## src/mv2p_pkg.sv

```systemverilog
`timescale 1ns / 1ps
// Shared types, codes, checksum step and extra-byte table for the MAVLink v2 parser.
package mv2p_pkg;

   localparam int HEADER_BYTES    = 10;
   localparam int SIGNATURE_BYTES = 13;

   localparam logic [7:0] START_BYTE  = 8'hFD;
   localparam int         SIGNED_FLAG_BIT = 0;

   // parser phase codes
   localparam logic [2:0] PH_IDLE    = 3'd0;
   localparam logic [2:0] PH_HEADER  = 3'd1;
   localparam logic [2:0] PH_PAYLOAD = 3'd2;
   localparam logic [2:0] PH_CHECK   = 3'd3;
   localparam logic [2:0] PH_SIG     = 3'd4;

   // byte kinds
   localparam logic [2:0] KIND_DROP      = 3'd0;
   localparam logic [2:0] KIND_HEADER    = 3'd1;
   localparam logic [2:0] KIND_PAYLOAD   = 3'd2;
   localparam logic [2:0] KIND_CHECKSUM  = 3'd3;
   localparam logic [2:0] KIND_SIGNATURE = 3'd4;

   // frame events
   localparam logic [1:0] EV_NONE    = 2'd0;
   localparam logic [1:0] EV_ACCEPT  = 2'd1;
   localparam logic [1:0] EV_BAD_LOW = 2'd2;
   localparam logic [1:0] EV_BAD_HI  = 2'd3;

   // header byte positions
   localparam logic [7:0] HB_LENGTH  = 8'd1;
   localparam logic [7:0] HB_INCOMPAT = 8'd2;
   localparam logic [7:0] HB_SEQ     = 8'd4;
   localparam logic [7:0] HB_SYS     = 8'd5;
   localparam logic [7:0] HB_COMP    = 8'd6;
   localparam logic [7:0] HB_MSG0    = 8'd7;
   localparam logic [7:0] HB_MSG1    = 8'd8;
   localparam logic [7:0] HB_MSG2    = 8'd9;

   typedef struct packed {
      logic [2:0]  phase;
      logic [7:0]  count;
      logic [15:0] csum;
      logic [7:0]  length;
      logic        signed_f;
      logic [7:0]  seq;
      logic [7:0]  sys;
      logic [7:0]  comp;
      logic [23:0] msg_id;
   } state_type;

   typedef struct packed {
      logic [2:0]  byte_kind;
      logic [7:0]  data_byte;
      logic [7:0]  byte_index;
      logic [1:0]  frame_event;
      logic [7:0]  payload_length;
      logic [23:0] message_id;
      logic [7:0]  system_id;
      logic [7:0]  component_id;
      logic [7:0]  sequence_number;
      logic        signed_frame;
      logic [15:0] computed_checksum;
   } rsp_type;

   // one byte of the running checksum, ck_a in bits 7..0
   function automatic logic [15:0] sum_byte(input logic [15:0] sum, input logic [7:0] b);
      logic [7:0] t;
      logic [7:0] hi;
      logic [7:0] lo;
      t  = b ^ sum[7:0];
      lo = sum[15:8];
      hi = t;
      t  = {t[3:0], t[7:4]};
      hi = hi ^ t;
      t  = {1'b0, t[3:0], 3'b000};
      hi = hi ^ t;
      hi = hi ^ {4'h0, hi[7:4]};
      return {hi, lo};
   endfunction

   // per-message extra byte, zero for unknown ids
   function automatic logic [7:0] extra_for(input logic [23:0] id);
      logic [7:0] v;
      case (id)
         24'd0:   v = 8'd50;
         24'd1:   v = 8'd124;
         24'd24:  v = 8'd137;
         24'd30:  v = 8'd147;
         24'd33:  v = 8'd104;
         24'd35:  v = 8'd246;
         24'd39:  v = 8'd254;
         24'd42:  v = 8'd28;
         24'd44:  v = 8'd221;
         24'd76:  v = 8'd152;
         24'd77:  v = 8'd143;
         24'd147: v = 8'd154;
         default: v = 8'd0;
      endcase
      return v;
   endfunction

endpackage

```

## src/mv2p_if.sv

```systemverilog
`timescale 1ns / 1ps
// Valid/ready channel interfaces for received bytes and parsed results.
interface mv2p_req_if;
   logic       valid;
   logic       ready;
   logic [7:0] rx_byte;

   modport source (output valid, output rx_byte, input ready);
   modport sink   (input valid, input rx_byte, output ready);
endinterface

interface mv2p_rsp_if;
   logic        valid;
   logic        ready;
   logic [2:0]  byte_kind;
   logic [7:0]  data_byte;
   logic [7:0]  byte_index;
   logic [1:0]  frame_event;
   logic [7:0]  payload_length;
   logic [23:0] message_id;
   logic [7:0]  system_id;
   logic [7:0]  component_id;
   logic [7:0]  sequence_number;
   logic        signed_frame;
   logic [15:0] computed_checksum;

   modport source (output valid, output byte_kind, output data_byte, output byte_index,
                   output frame_event, output payload_length, output message_id,
                   output system_id, output component_id, output sequence_number,
                   output signed_frame, output computed_checksum, input ready);
   modport sink   (input valid, input byte_kind, input data_byte, input byte_index,
                   input frame_event, input payload_length, input message_id,
                   input system_id, input component_id, input sequence_number,
                   input signed_frame, input computed_checksum, output ready);
endinterface

```

## src/mv2p_in_stage.sv

```systemverilog
`timescale 1ns / 1ps
// Input register for received bytes.
module mv2p_in_stage (
   input  logic       clock,
   input  logic       reset,
   mv2p_req_if.sink   req_bus,
   input  logic       take,
   output logic       byte_valid,
   output logic [7:0] byte_data
);

   logic       valid_ff;
   logic       valid_in;
   logic [7:0] data_ff;
   logic       load;

   assign req_bus.ready = !valid_ff || take;
   assign load          = req_bus.valid && req_bus.ready;
   assign valid_in      = load ? 1'b1 : (take ? 1'b0 : valid_ff);

   always_ff @(posedge clock) begin
      if (reset) begin
         valid_ff <= 1'b0;
      end else begin
         valid_ff <= valid_in;
      end
   end

   always_ff @(posedge clock) begin
      if (load) begin
         data_ff <= req_bus.rx_byte;
      end
   end

   assign byte_valid = valid_ff;
   assign byte_data  = data_ff;

endmodule

```

## src/mv2p_step.sv

```systemverilog
`timescale 1ns / 1ps
// Per-byte parser step: next state and result from current state and one byte.
module mv2p_step #(
   parameter int SIGNATURE_BYTES = mv2p_pkg::SIGNATURE_BYTES
) (
   input  mv2p_pkg::state_type cur,
   input  logic [7:0]          rx_byte,
   output mv2p_pkg::state_type nxt,
   output mv2p_pkg::rsp_type   res
);

   logic [7:0]  cnt_inc;
   logic [15:0] fin_cur;
   logic [15:0] fin_nxt;
   logic        finish;
   logic [2:0]  kind;
   logic [7:0]  idx;
   logic [1:0]  ev;
   mv2p_pkg::state_type upd;

   assign cnt_inc = cur.count + 8'd1;
   assign fin_cur = mv2p_pkg::sum_byte(cur.csum, mv2p_pkg::extra_for(cur.msg_id));

   always_comb begin
      upd    = cur;
      kind   = mv2p_pkg::KIND_DROP;
      idx    = 8'd0;
      ev     = mv2p_pkg::EV_NONE;
      finish = 1'b0;
      case (cur.phase)
         mv2p_pkg::PH_IDLE: begin
            if (rx_byte == mv2p_pkg::START_BYTE) begin
               kind         = mv2p_pkg::KIND_HEADER;
               upd.csum     = mv2p_pkg::sum_byte(16'h0000, rx_byte);
               upd.signed_f = 1'b0;
               upd.count    = 8'd1;
               upd.phase    = mv2p_pkg::PH_HEADER;
            end
         end
         mv2p_pkg::PH_HEADER: begin
            kind     = mv2p_pkg::KIND_HEADER;
            idx      = cur.count;
            upd.csum = mv2p_pkg::sum_byte(cur.csum, rx_byte);
            case (cur.count)
               mv2p_pkg::HB_LENGTH:   upd.length   = rx_byte;
               mv2p_pkg::HB_INCOMPAT: upd.signed_f = rx_byte[mv2p_pkg::SIGNED_FLAG_BIT];
               mv2p_pkg::HB_SEQ:      upd.seq      = rx_byte;
               mv2p_pkg::HB_SYS:      upd.sys      = rx_byte;
               mv2p_pkg::HB_COMP:     upd.comp     = rx_byte;
               mv2p_pkg::HB_MSG0:     upd.msg_id[7:0]   = rx_byte;
               mv2p_pkg::HB_MSG1:     upd.msg_id[15:8]  = rx_byte;
               mv2p_pkg::HB_MSG2:     upd.msg_id[23:16] = rx_byte;
               default: ;
            endcase
            if (cnt_inc >= 8'(mv2p_pkg::HEADER_BYTES)) begin
               upd.count = 8'd0;
               // empty payload skips straight to the checksum
               upd.phase = (upd.length == 8'd0) ? mv2p_pkg::PH_CHECK : mv2p_pkg::PH_PAYLOAD;
            end else begin
               upd.count = cnt_inc;
            end
         end
         mv2p_pkg::PH_PAYLOAD: begin
            kind     = mv2p_pkg::KIND_PAYLOAD;
            idx      = cur.count;
            upd.csum = mv2p_pkg::sum_byte(cur.csum, rx_byte);
            if (cnt_inc >= cur.length) begin
               upd.count = 8'd0;
               upd.phase = mv2p_pkg::PH_CHECK;
            end else begin
               upd.count = cnt_inc;
            end
         end
         mv2p_pkg::PH_CHECK: begin
            kind = mv2p_pkg::KIND_CHECKSUM;
            idx  = cur.count;
            if (cur.count == 8'd0) begin
               if (rx_byte != fin_cur[7:0]) begin
                  ev     = mv2p_pkg::EV_BAD_LOW;
                  finish = 1'b1;
               end else begin
                  upd.count = 8'd1;
               end
            end else if (rx_byte != fin_cur[15:8]) begin
               ev     = mv2p_pkg::EV_BAD_HI;
               finish = 1'b1;
            end else if (cur.signed_f) begin
               upd.count = 8'd0;
               upd.phase = mv2p_pkg::PH_SIG;
            end else begin
               ev     = mv2p_pkg::EV_ACCEPT;
               finish = 1'b1;
            end
         end
         mv2p_pkg::PH_SIG: begin
            kind      = mv2p_pkg::KIND_SIGNATURE;
            idx       = cur.count;
            upd.count = cnt_inc;
            if (cnt_inc >= 8'(SIGNATURE_BYTES)) begin
               ev     = mv2p_pkg::EV_ACCEPT;
               finish = 1'b1;
            end
         end
         default: begin
            finish = 1'b1;
         end
      endcase
   end

   assign fin_nxt = mv2p_pkg::sum_byte(upd.csum, mv2p_pkg::extra_for(upd.msg_id));

   always_comb begin
      nxt = upd;
      if (finish) begin
         nxt.phase    = mv2p_pkg::PH_IDLE;
         nxt.count    = 8'd0;
         nxt.csum     = 16'h0000;
         nxt.signed_f = 1'b0;
      end
   end

   always_comb begin
      res.byte_kind         = kind;
      res.data_byte         = rx_byte;
      res.byte_index        = idx;
      res.frame_event       = ev;
      res.payload_length    = upd.length;
      res.message_id        = upd.msg_id;
      res.system_id         = upd.sys;
      res.component_id      = upd.comp;
      res.sequence_number   = upd.seq;
      res.signed_frame      = upd.signed_f;   // flag of the frame this byte belongs to
      res.computed_checksum = fin_nxt;
   end

endmodule

```

## src/mavlink_v2_frame_parser.sv

```systemverilog
`timescale 1ns / 1ps
// Top level of the MAVLink v2 byte-stream frame parser.
//
//   channel   dir  beat payload                               accepted when
//   req_bus   in   rx_byte                                     valid & ready
//   rsp_bus   out  kind, byte, index, event, header, checksum  valid & ready
//
// One result beat per received byte, one beat per cycle sustained while rsp_bus is ready.
// A byte passes the input register, then one step of parser logic into
// the result register. The checksum step and the 12-entry extra-byte lookup
// are the longest path. Synchronous reset returns the parser to idle with all
// header fields cleared. A stalled result holds; the input register still
// fills, so a byte waits in each stage and req_bus.ready drops only then.
module mavlink_v2_frame_parser #(
   parameter int SIGNATURE_BYTES = mv2p_pkg::SIGNATURE_BYTES
) (
   input logic        clock,
   input logic        reset,
   mv2p_req_if.sink   req_bus,
   mv2p_rsp_if.source rsp_bus
);

   logic                in_valid;
   logic [7:0]          in_byte;
   logic                advance;
   logic                fire;

   mv2p_pkg::state_type state_ff;
   mv2p_pkg::state_type state_in;
   mv2p_pkg::rsp_type   result_in;
   mv2p_pkg::rsp_type   result_ff;
   logic                rsp_valid_ff;
   logic                rsp_valid_in;

   // result register frees up when empty or being taken
   assign advance = !rsp_valid_ff || rsp_bus.ready;
   assign fire    = in_valid && advance;

   mv2p_in_stage u_in_stage (
      .clock      (clock),
      .reset      (reset),
      .req_bus    (req_bus),
      .take       (advance),
      .byte_valid (in_valid),
      .byte_data  (in_byte)
   );

   mv2p_step #(
      .SIGNATURE_BYTES (SIGNATURE_BYTES)
   ) u_step (
      .cur     (state_ff),
      .rx_byte (in_byte),
      .nxt     (state_in),
      .res     (result_in)
   );

   assign rsp_valid_in = advance ? in_valid : rsp_valid_ff;

   // parser state advances once per byte handed to the result register;
   // all-zero state is the idle phase with every field cleared
   always_ff @(posedge clock) begin
      if (reset) begin
         state_ff     <= '0;
         rsp_valid_ff <= 1'b0;
      end else begin
         if (fire) begin
            state_ff <= state_in;
         end
         rsp_valid_ff <= rsp_valid_in;
      end
   end

   always_ff @(posedge clock) begin
      if (fire) begin
         result_ff <= result_in;
      end
   end

   assign rsp_bus.valid             = rsp_valid_ff;
   assign rsp_bus.byte_kind         = result_ff.byte_kind;
   assign rsp_bus.data_byte         = result_ff.data_byte;
   assign rsp_bus.byte_index        = result_ff.byte_index;
   assign rsp_bus.frame_event       = result_ff.frame_event;
   assign rsp_bus.payload_length    = result_ff.payload_length;
   assign rsp_bus.message_id        = result_ff.message_id;
   assign rsp_bus.system_id         = result_ff.system_id;
   assign rsp_bus.component_id      = result_ff.component_id;
   assign rsp_bus.sequence_number   = result_ff.sequence_number;
   assign rsp_bus.signed_frame      = result_ff.signed_frame;
   assign rsp_bus.computed_checksum = result_ff.computed_checksum;

`ifndef NO_ASSERTIONS
   // a new result beat only appears after a byte sat in the input register
   a_rsp_from_input: assert property (@(posedge clock) disable iff (reset)
      $rose(rsp_valid_ff) |-> $past(in_valid))
      else $error("result beat without an input byte");

   // idle always means count, checksum and signature flag were cleared
   a_idle_clean: assert property (@(posedge clock) disable iff (reset)
      (state_ff.phase == mv2p_pkg::PH_IDLE) |->
         (state_ff.count == 8'd0 && state_ff.csum == 16'h0000 && !state_ff.signed_f))
      else $error("idle phase with stale frame state");

   // frames are accepted only on a checksum or signature byte
   a_accept_kind: assert property (@(posedge clock) disable iff (reset)
      (rsp_valid_ff && result_ff.frame_event == mv2p_pkg::EV_ACCEPT) |->
         (result_ff.byte_kind == mv2p_pkg::KIND_CHECKSUM ||
          result_ff.byte_kind == mv2p_pkg::KIND_SIGNATURE))
      else $error("frame accepted on wrong byte kind");
`endif

endmodule
```

## src/flat_wrapper.sv

```systemverilog
// flat-port wrapper written by rule: the top's interface ports become plain ports
module mavlink_v2_frame_parser_flat 
#(
   parameter int SIGNATURE_BYTES = mv2p_pkg::SIGNATURE_BYTES
)
  (clock, reset, req_bus_valid, req_bus_rx_byte, req_bus_ready, rsp_bus_valid, rsp_bus_byte_kind, rsp_bus_data_byte, rsp_bus_byte_index, rsp_bus_frame_event, rsp_bus_payload_length, rsp_bus_message_id, rsp_bus_system_id, rsp_bus_component_id, rsp_bus_sequence_number, rsp_bus_signed_frame, rsp_bus_computed_checksum, rsp_bus_ready);
  mv2p_req_if req_bus_i ();
  mv2p_rsp_if rsp_bus_i ();
  input logic clock;
  input logic reset;
  input wire logic [$bits(req_bus_i.valid)-1:0] req_bus_valid;
  input wire logic [$bits(req_bus_i.rx_byte)-1:0] req_bus_rx_byte;
  output wire logic [$bits(req_bus_i.ready)-1:0] req_bus_ready;
  output wire logic [$bits(rsp_bus_i.valid)-1:0] rsp_bus_valid;
  output wire logic [$bits(rsp_bus_i.byte_kind)-1:0] rsp_bus_byte_kind;
  output wire logic [$bits(rsp_bus_i.data_byte)-1:0] rsp_bus_data_byte;
  output wire logic [$bits(rsp_bus_i.byte_index)-1:0] rsp_bus_byte_index;
  output wire logic [$bits(rsp_bus_i.frame_event)-1:0] rsp_bus_frame_event;
  output wire logic [$bits(rsp_bus_i.payload_length)-1:0] rsp_bus_payload_length;
  output wire logic [$bits(rsp_bus_i.message_id)-1:0] rsp_bus_message_id;
  output wire logic [$bits(rsp_bus_i.system_id)-1:0] rsp_bus_system_id;
  output wire logic [$bits(rsp_bus_i.component_id)-1:0] rsp_bus_component_id;
  output wire logic [$bits(rsp_bus_i.sequence_number)-1:0] rsp_bus_sequence_number;
  output wire logic [$bits(rsp_bus_i.signed_frame)-1:0] rsp_bus_signed_frame;
  output wire logic [$bits(rsp_bus_i.computed_checksum)-1:0] rsp_bus_computed_checksum;
  input wire logic [$bits(rsp_bus_i.ready)-1:0] rsp_bus_ready;
  assign req_bus_i.valid = req_bus_valid;
  assign req_bus_i.rx_byte = req_bus_rx_byte;
  assign req_bus_ready = req_bus_i.ready;
  assign rsp_bus_valid = rsp_bus_i.valid;
  assign rsp_bus_byte_kind = rsp_bus_i.byte_kind;
  assign rsp_bus_data_byte = rsp_bus_i.data_byte;
  assign rsp_bus_byte_index = rsp_bus_i.byte_index;
  assign rsp_bus_frame_event = rsp_bus_i.frame_event;
  assign rsp_bus_payload_length = rsp_bus_i.payload_length;
  assign rsp_bus_message_id = rsp_bus_i.message_id;
  assign rsp_bus_system_id = rsp_bus_i.system_id;
  assign rsp_bus_component_id = rsp_bus_i.component_id;
  assign rsp_bus_sequence_number = rsp_bus_i.sequence_number;
  assign rsp_bus_signed_frame = rsp_bus_i.signed_frame;
  assign rsp_bus_computed_checksum = rsp_bus_i.computed_checksum;
  assign rsp_bus_i.ready = rsp_bus_ready;
  mavlink_v2_frame_parser #(.SIGNATURE_BYTES(SIGNATURE_BYTES)) u_core (.clock(clock), .reset(reset), .req_bus(req_bus_i), .rsp_bus(rsp_bus_i));
endmodule
```

## config.mk

```make
export PLATFORM = sky130hd
export DESIGN_NAME = mavlink_v2_frame_parser_flat
export DESIGN_NICKNAME = d
export VERILOG_FILES = /design/src/mv2p_pkg.sv /design/src/mv2p_if.sv /design/src/mv2p_in_stage.sv /design/src/mv2p_step.sv /design/src/mavlink_v2_frame_parser.sv /design/src/flat_wrapper.sv
export SDC_FILE = /design/constraint.sdc
export NUM_CORES = 1
export LEC_CHECK = 0
export ABC_AREA = 1
export BUFFER_PORTS_ARGS = -buffer_cell sky130_fd_sc_hd__buf_2
export CORE_MARGIN = 2
export CORE_UTILIZATION = 64
export DETAILED_ROUTE_END_ITERATION = 16
export PLACE_DENSITY = 0.86
export SETUP_SLACK_MARGIN = 0.1
export SYNTH_ARGS = -nofsm -noshare
export SYNTH_HDL_FRONTEND = slang
export SYNTH_SLANG_ARGS = --single-unit
```

## constraint.sdc

```tcl
create_clock -name clock -period 12.2 [get_ports clock]
set_clock_uncertainty 0.2 [all_clocks]
set_input_delay 2.44 -clock clock [delete_from_list [all_inputs] [get_ports clock]]
set_output_delay 2.44 -clock clock [all_outputs]
set_load 0.01 [all_outputs]
```

==> results by group <==
Floorplan
  • Row count: 45
  • Initial cell density of the core: 65.61%
  • IO Count: 108
  • Die Width: 129.1 µm
  • Die footprint: 0.01666 mm²
  • Die Ht: 129.1 µm
  • Core area: 0.01526 mm²

Clock tree
  • H-tree depth: 4
  • CTS resizes: 0
  • Maximum clock insertion buffer count: 2
  • Worst-path clk slew: 70 ps
  • Post-CTS Setup Bufs: 0
  • CTS Root Cell: clkbuf_16
  • CTS tree: built
  • Clock sinks: 188
  • Clock Latency Late Sink: 450 ps
  • CTS buffer count: 17
  • Hold buffers post-CTS: 0

Synth
  • Unique masters post-synth: 49
  • Synth Warn #: 0
  • Synth top cells by count: nand2_1 (261), nor2_1 (165), inv_1 (153)
  • Mean Syn Cell Area: 7.839 µm²
  • #FFs+latches synth: 188
  • Seq/Total Area, Yosys: 47.79%
  • Syn nets: 1,301
  • Synth async-reset ratio: 0%
  • EDFF count, synth: 102
  • Top-count cell post-synth: nand2_1
  • Top post-synthesis cells by area: edfxtp_1 (31%), dfxtp_1 (17%), nand2_1 (9.8%)
  • Top FF cell, synth: edfxtp_1
  • Top-area cell type share of the netlist area: 30.60%
  • Cell taking the most area after synthesis: edfxtp_1
  • Synthesized cell area: 0.01001 mm²
  • Cells after Synth: 1,277

Timing
  • Fmax: 182.3 MHz
  • Final hold vios: 0
  • Unrepaired setup endpoints after global routing: false
  • Max-Slew Margin vs Limit: 37.01%
  • Period minus WS final: 5485 ps
  • Final Slew Violations: 0
  • Final WS setup: 6715 ps
  • Period utilization: 44.96%
  • Setup tns final: 0 ps
  • Finish-stage setup viols: 0
  • Worst Max-Slew Pin Slew: 944.8 ps

GRT
  • Number of global-route vias before repair: 7,871
  • GRT Total Usage: 29.96%
  • Largest net degree at the start of global routing: 91
  • Total gr overflow: 0
  • Initial antenna violation count: 0
  • First-pass GRT wire length: 39,340 µm

Route
  • Drt first pass iters: 8
  • Vias/cell: 5.700
  • Routed Antenna Nets: 0
  • Vias: 9,018
  • Drt total wl: 24,270 µm
  • WL per Instance: 15.34 µm
  • DRC viols: 0
  • First DRT Iteration DRCs: 1,172

Critical path
  • Worst setup EP type: primary output
  • CP Launch Type: input pin
  • Worst Path Required: 9560 ps
  • Worst-path maximum fanout: 3
  • Arrival time at the worst endpoint: 2840 ps
  • Setup CP Type: in2out

Run status
  • Status: finished, final reports clean

Placed design
  • Dpl ws: 6717 ps
  • Port buffer count: 107
  • Final weighted congestion in routability-driven placement: 0.9571
  • DP HPWL: 16,290 µm

Final layout
  • Diodes inserted: 0
  • Layout cell share with drive strength beyond 1: 15.32%
  • Nets: 1,382
  • Layout area overhead: 11.80%

Pwr
  • Power Density: 126.7 mW/mm²
  • Peak supply drop: 0.09126 mV
  • Static Leakage: 5.050 nW

Run
  • Max Cap Viol: 0

Worst hold path
  • Hold WC Path Type: reg2reg
-- registers in the layout (all words and copies together), names as in the netlist, 2 cells and up --
signal / flops
u_core.rsp_bus.byte_index: 8
u_core.rsp_bus.computed_checksum: 16
u_core.rsp_bus.component_id: 8
u_core.rsp_bus.system_id: 8
u_core.rsp_bus.payload_length: 8
u_core.rsp_bus.data_byte: 8
u_core.rsp_bus.frame_event: 2
u_core.u_in_stage.byte_data: 8
u_core.state_ff: 84
u_core.rsp_bus.byte_kind: 3
u_core.rsp_bus.sequence_number: 8
u_core.rsp_bus.message_id: 24
-- worst max-delay path, cell delays in order --
cell	delay, ps
buf_2	90
inv_1	60
nand3_1	100
buf_2	160
-- kinds of logic (layout without fill, tap and decap cells) --
| family | Yosys count | count (layout) | synth area share [%] |
|---|---|---|---|
| adder cells (fa/ha/maj) | 12 | 12 | 1.500 |
| flip-flops | 188 | 188 | 47.79 |
| XOR/XNOR | 29 | 29 | 2.800 |
| AND/OR/NAND/NOR | 606 | 606 | 27.00 |
| AO/OA/AOI/OAI | 223 | 223 | 12.12 |
| buffers and inverters | 219 | 313 | 8.786 |
-- layout by cell type, fill, tap and decap left out, drive strengths merged, types with 15 or more instances in the layout --
cell	count
nand2	276
nor2	179
inv	172
o21ai	144
buf	111
nand3	103
edfxtp	102
dfxtp	86
a21oi	56
nand4	21
clkbuf	17
xnor2	15
-- where the power goes --
part | switching (W) | leakage [nW] | internal (W)
combinational | 0.000110 | 3.10 | 0.0000485
clock | 0.000269 | 0.273 | 0.000271
sequential | 0.0000184 | 1.68 | 0.000701
total | 0.000397 | 5.05 | 0.00102
-- final cells by class --
type	instances	area [µm²]
Inverter	170	640.6
Sequential cell	188	4785
Clock buffer	17	425.4
Tap cell	211	264.0
Fill cell	1159	4066
Clock inverter	15	162.7
Multi-Input combinational cell	870	4349
Timing Repair Buffer	111	565.5
-- per-layer routing --
metal  track usage, %  wire, µm
met1            42.09     10510
met4            9.207       529
met2            47.56     11240
met3            5.863      1990
met5                0         0
-- final timing paths --
check | endpoint | slack [ps] | cells past startpoint | from
setup reg to reg | u_core.state_ff[65]$_SDFFE_PP0P_ | 8280 | 21 | u_core.state_ff[11]$_SDFFE_PP0P_
hold / removal | u_core.state_ff[79]$_SDFFE_PP0P_ | 280 | 2 | u_core.state_ff[79]$_SDFFE_PP0P_
setup / recovery | req_bus_ready | 6720 | 4 | rsp_bus_ready
hold reg to reg | u_core.state_ff[79]$_SDFFE_PP0P_ | 280 | 2 | u_core.state_ff[79]$_SDFFE_PP0P_
-- metrics by stage --
step	util (%)	area, µm²	power (W)	cells	hold slack, ps
2_1_floorplan	-	10010	0.0008462	1277	224.4
3_3_place_gp	69.50	10600	0.0008827	1550	265.4
3_5_place_dp	69.50	10600	0.0008887	1550	271.1
4_1_cts	73.35	11190	0.001421	1582	282.6
5_1_grt	73.35	11190	0.001468	1582	311.4
6_report	73.35	11190	0.001418	1582	282.4
No activity file was read; power rests on OpenSTA's default activity.
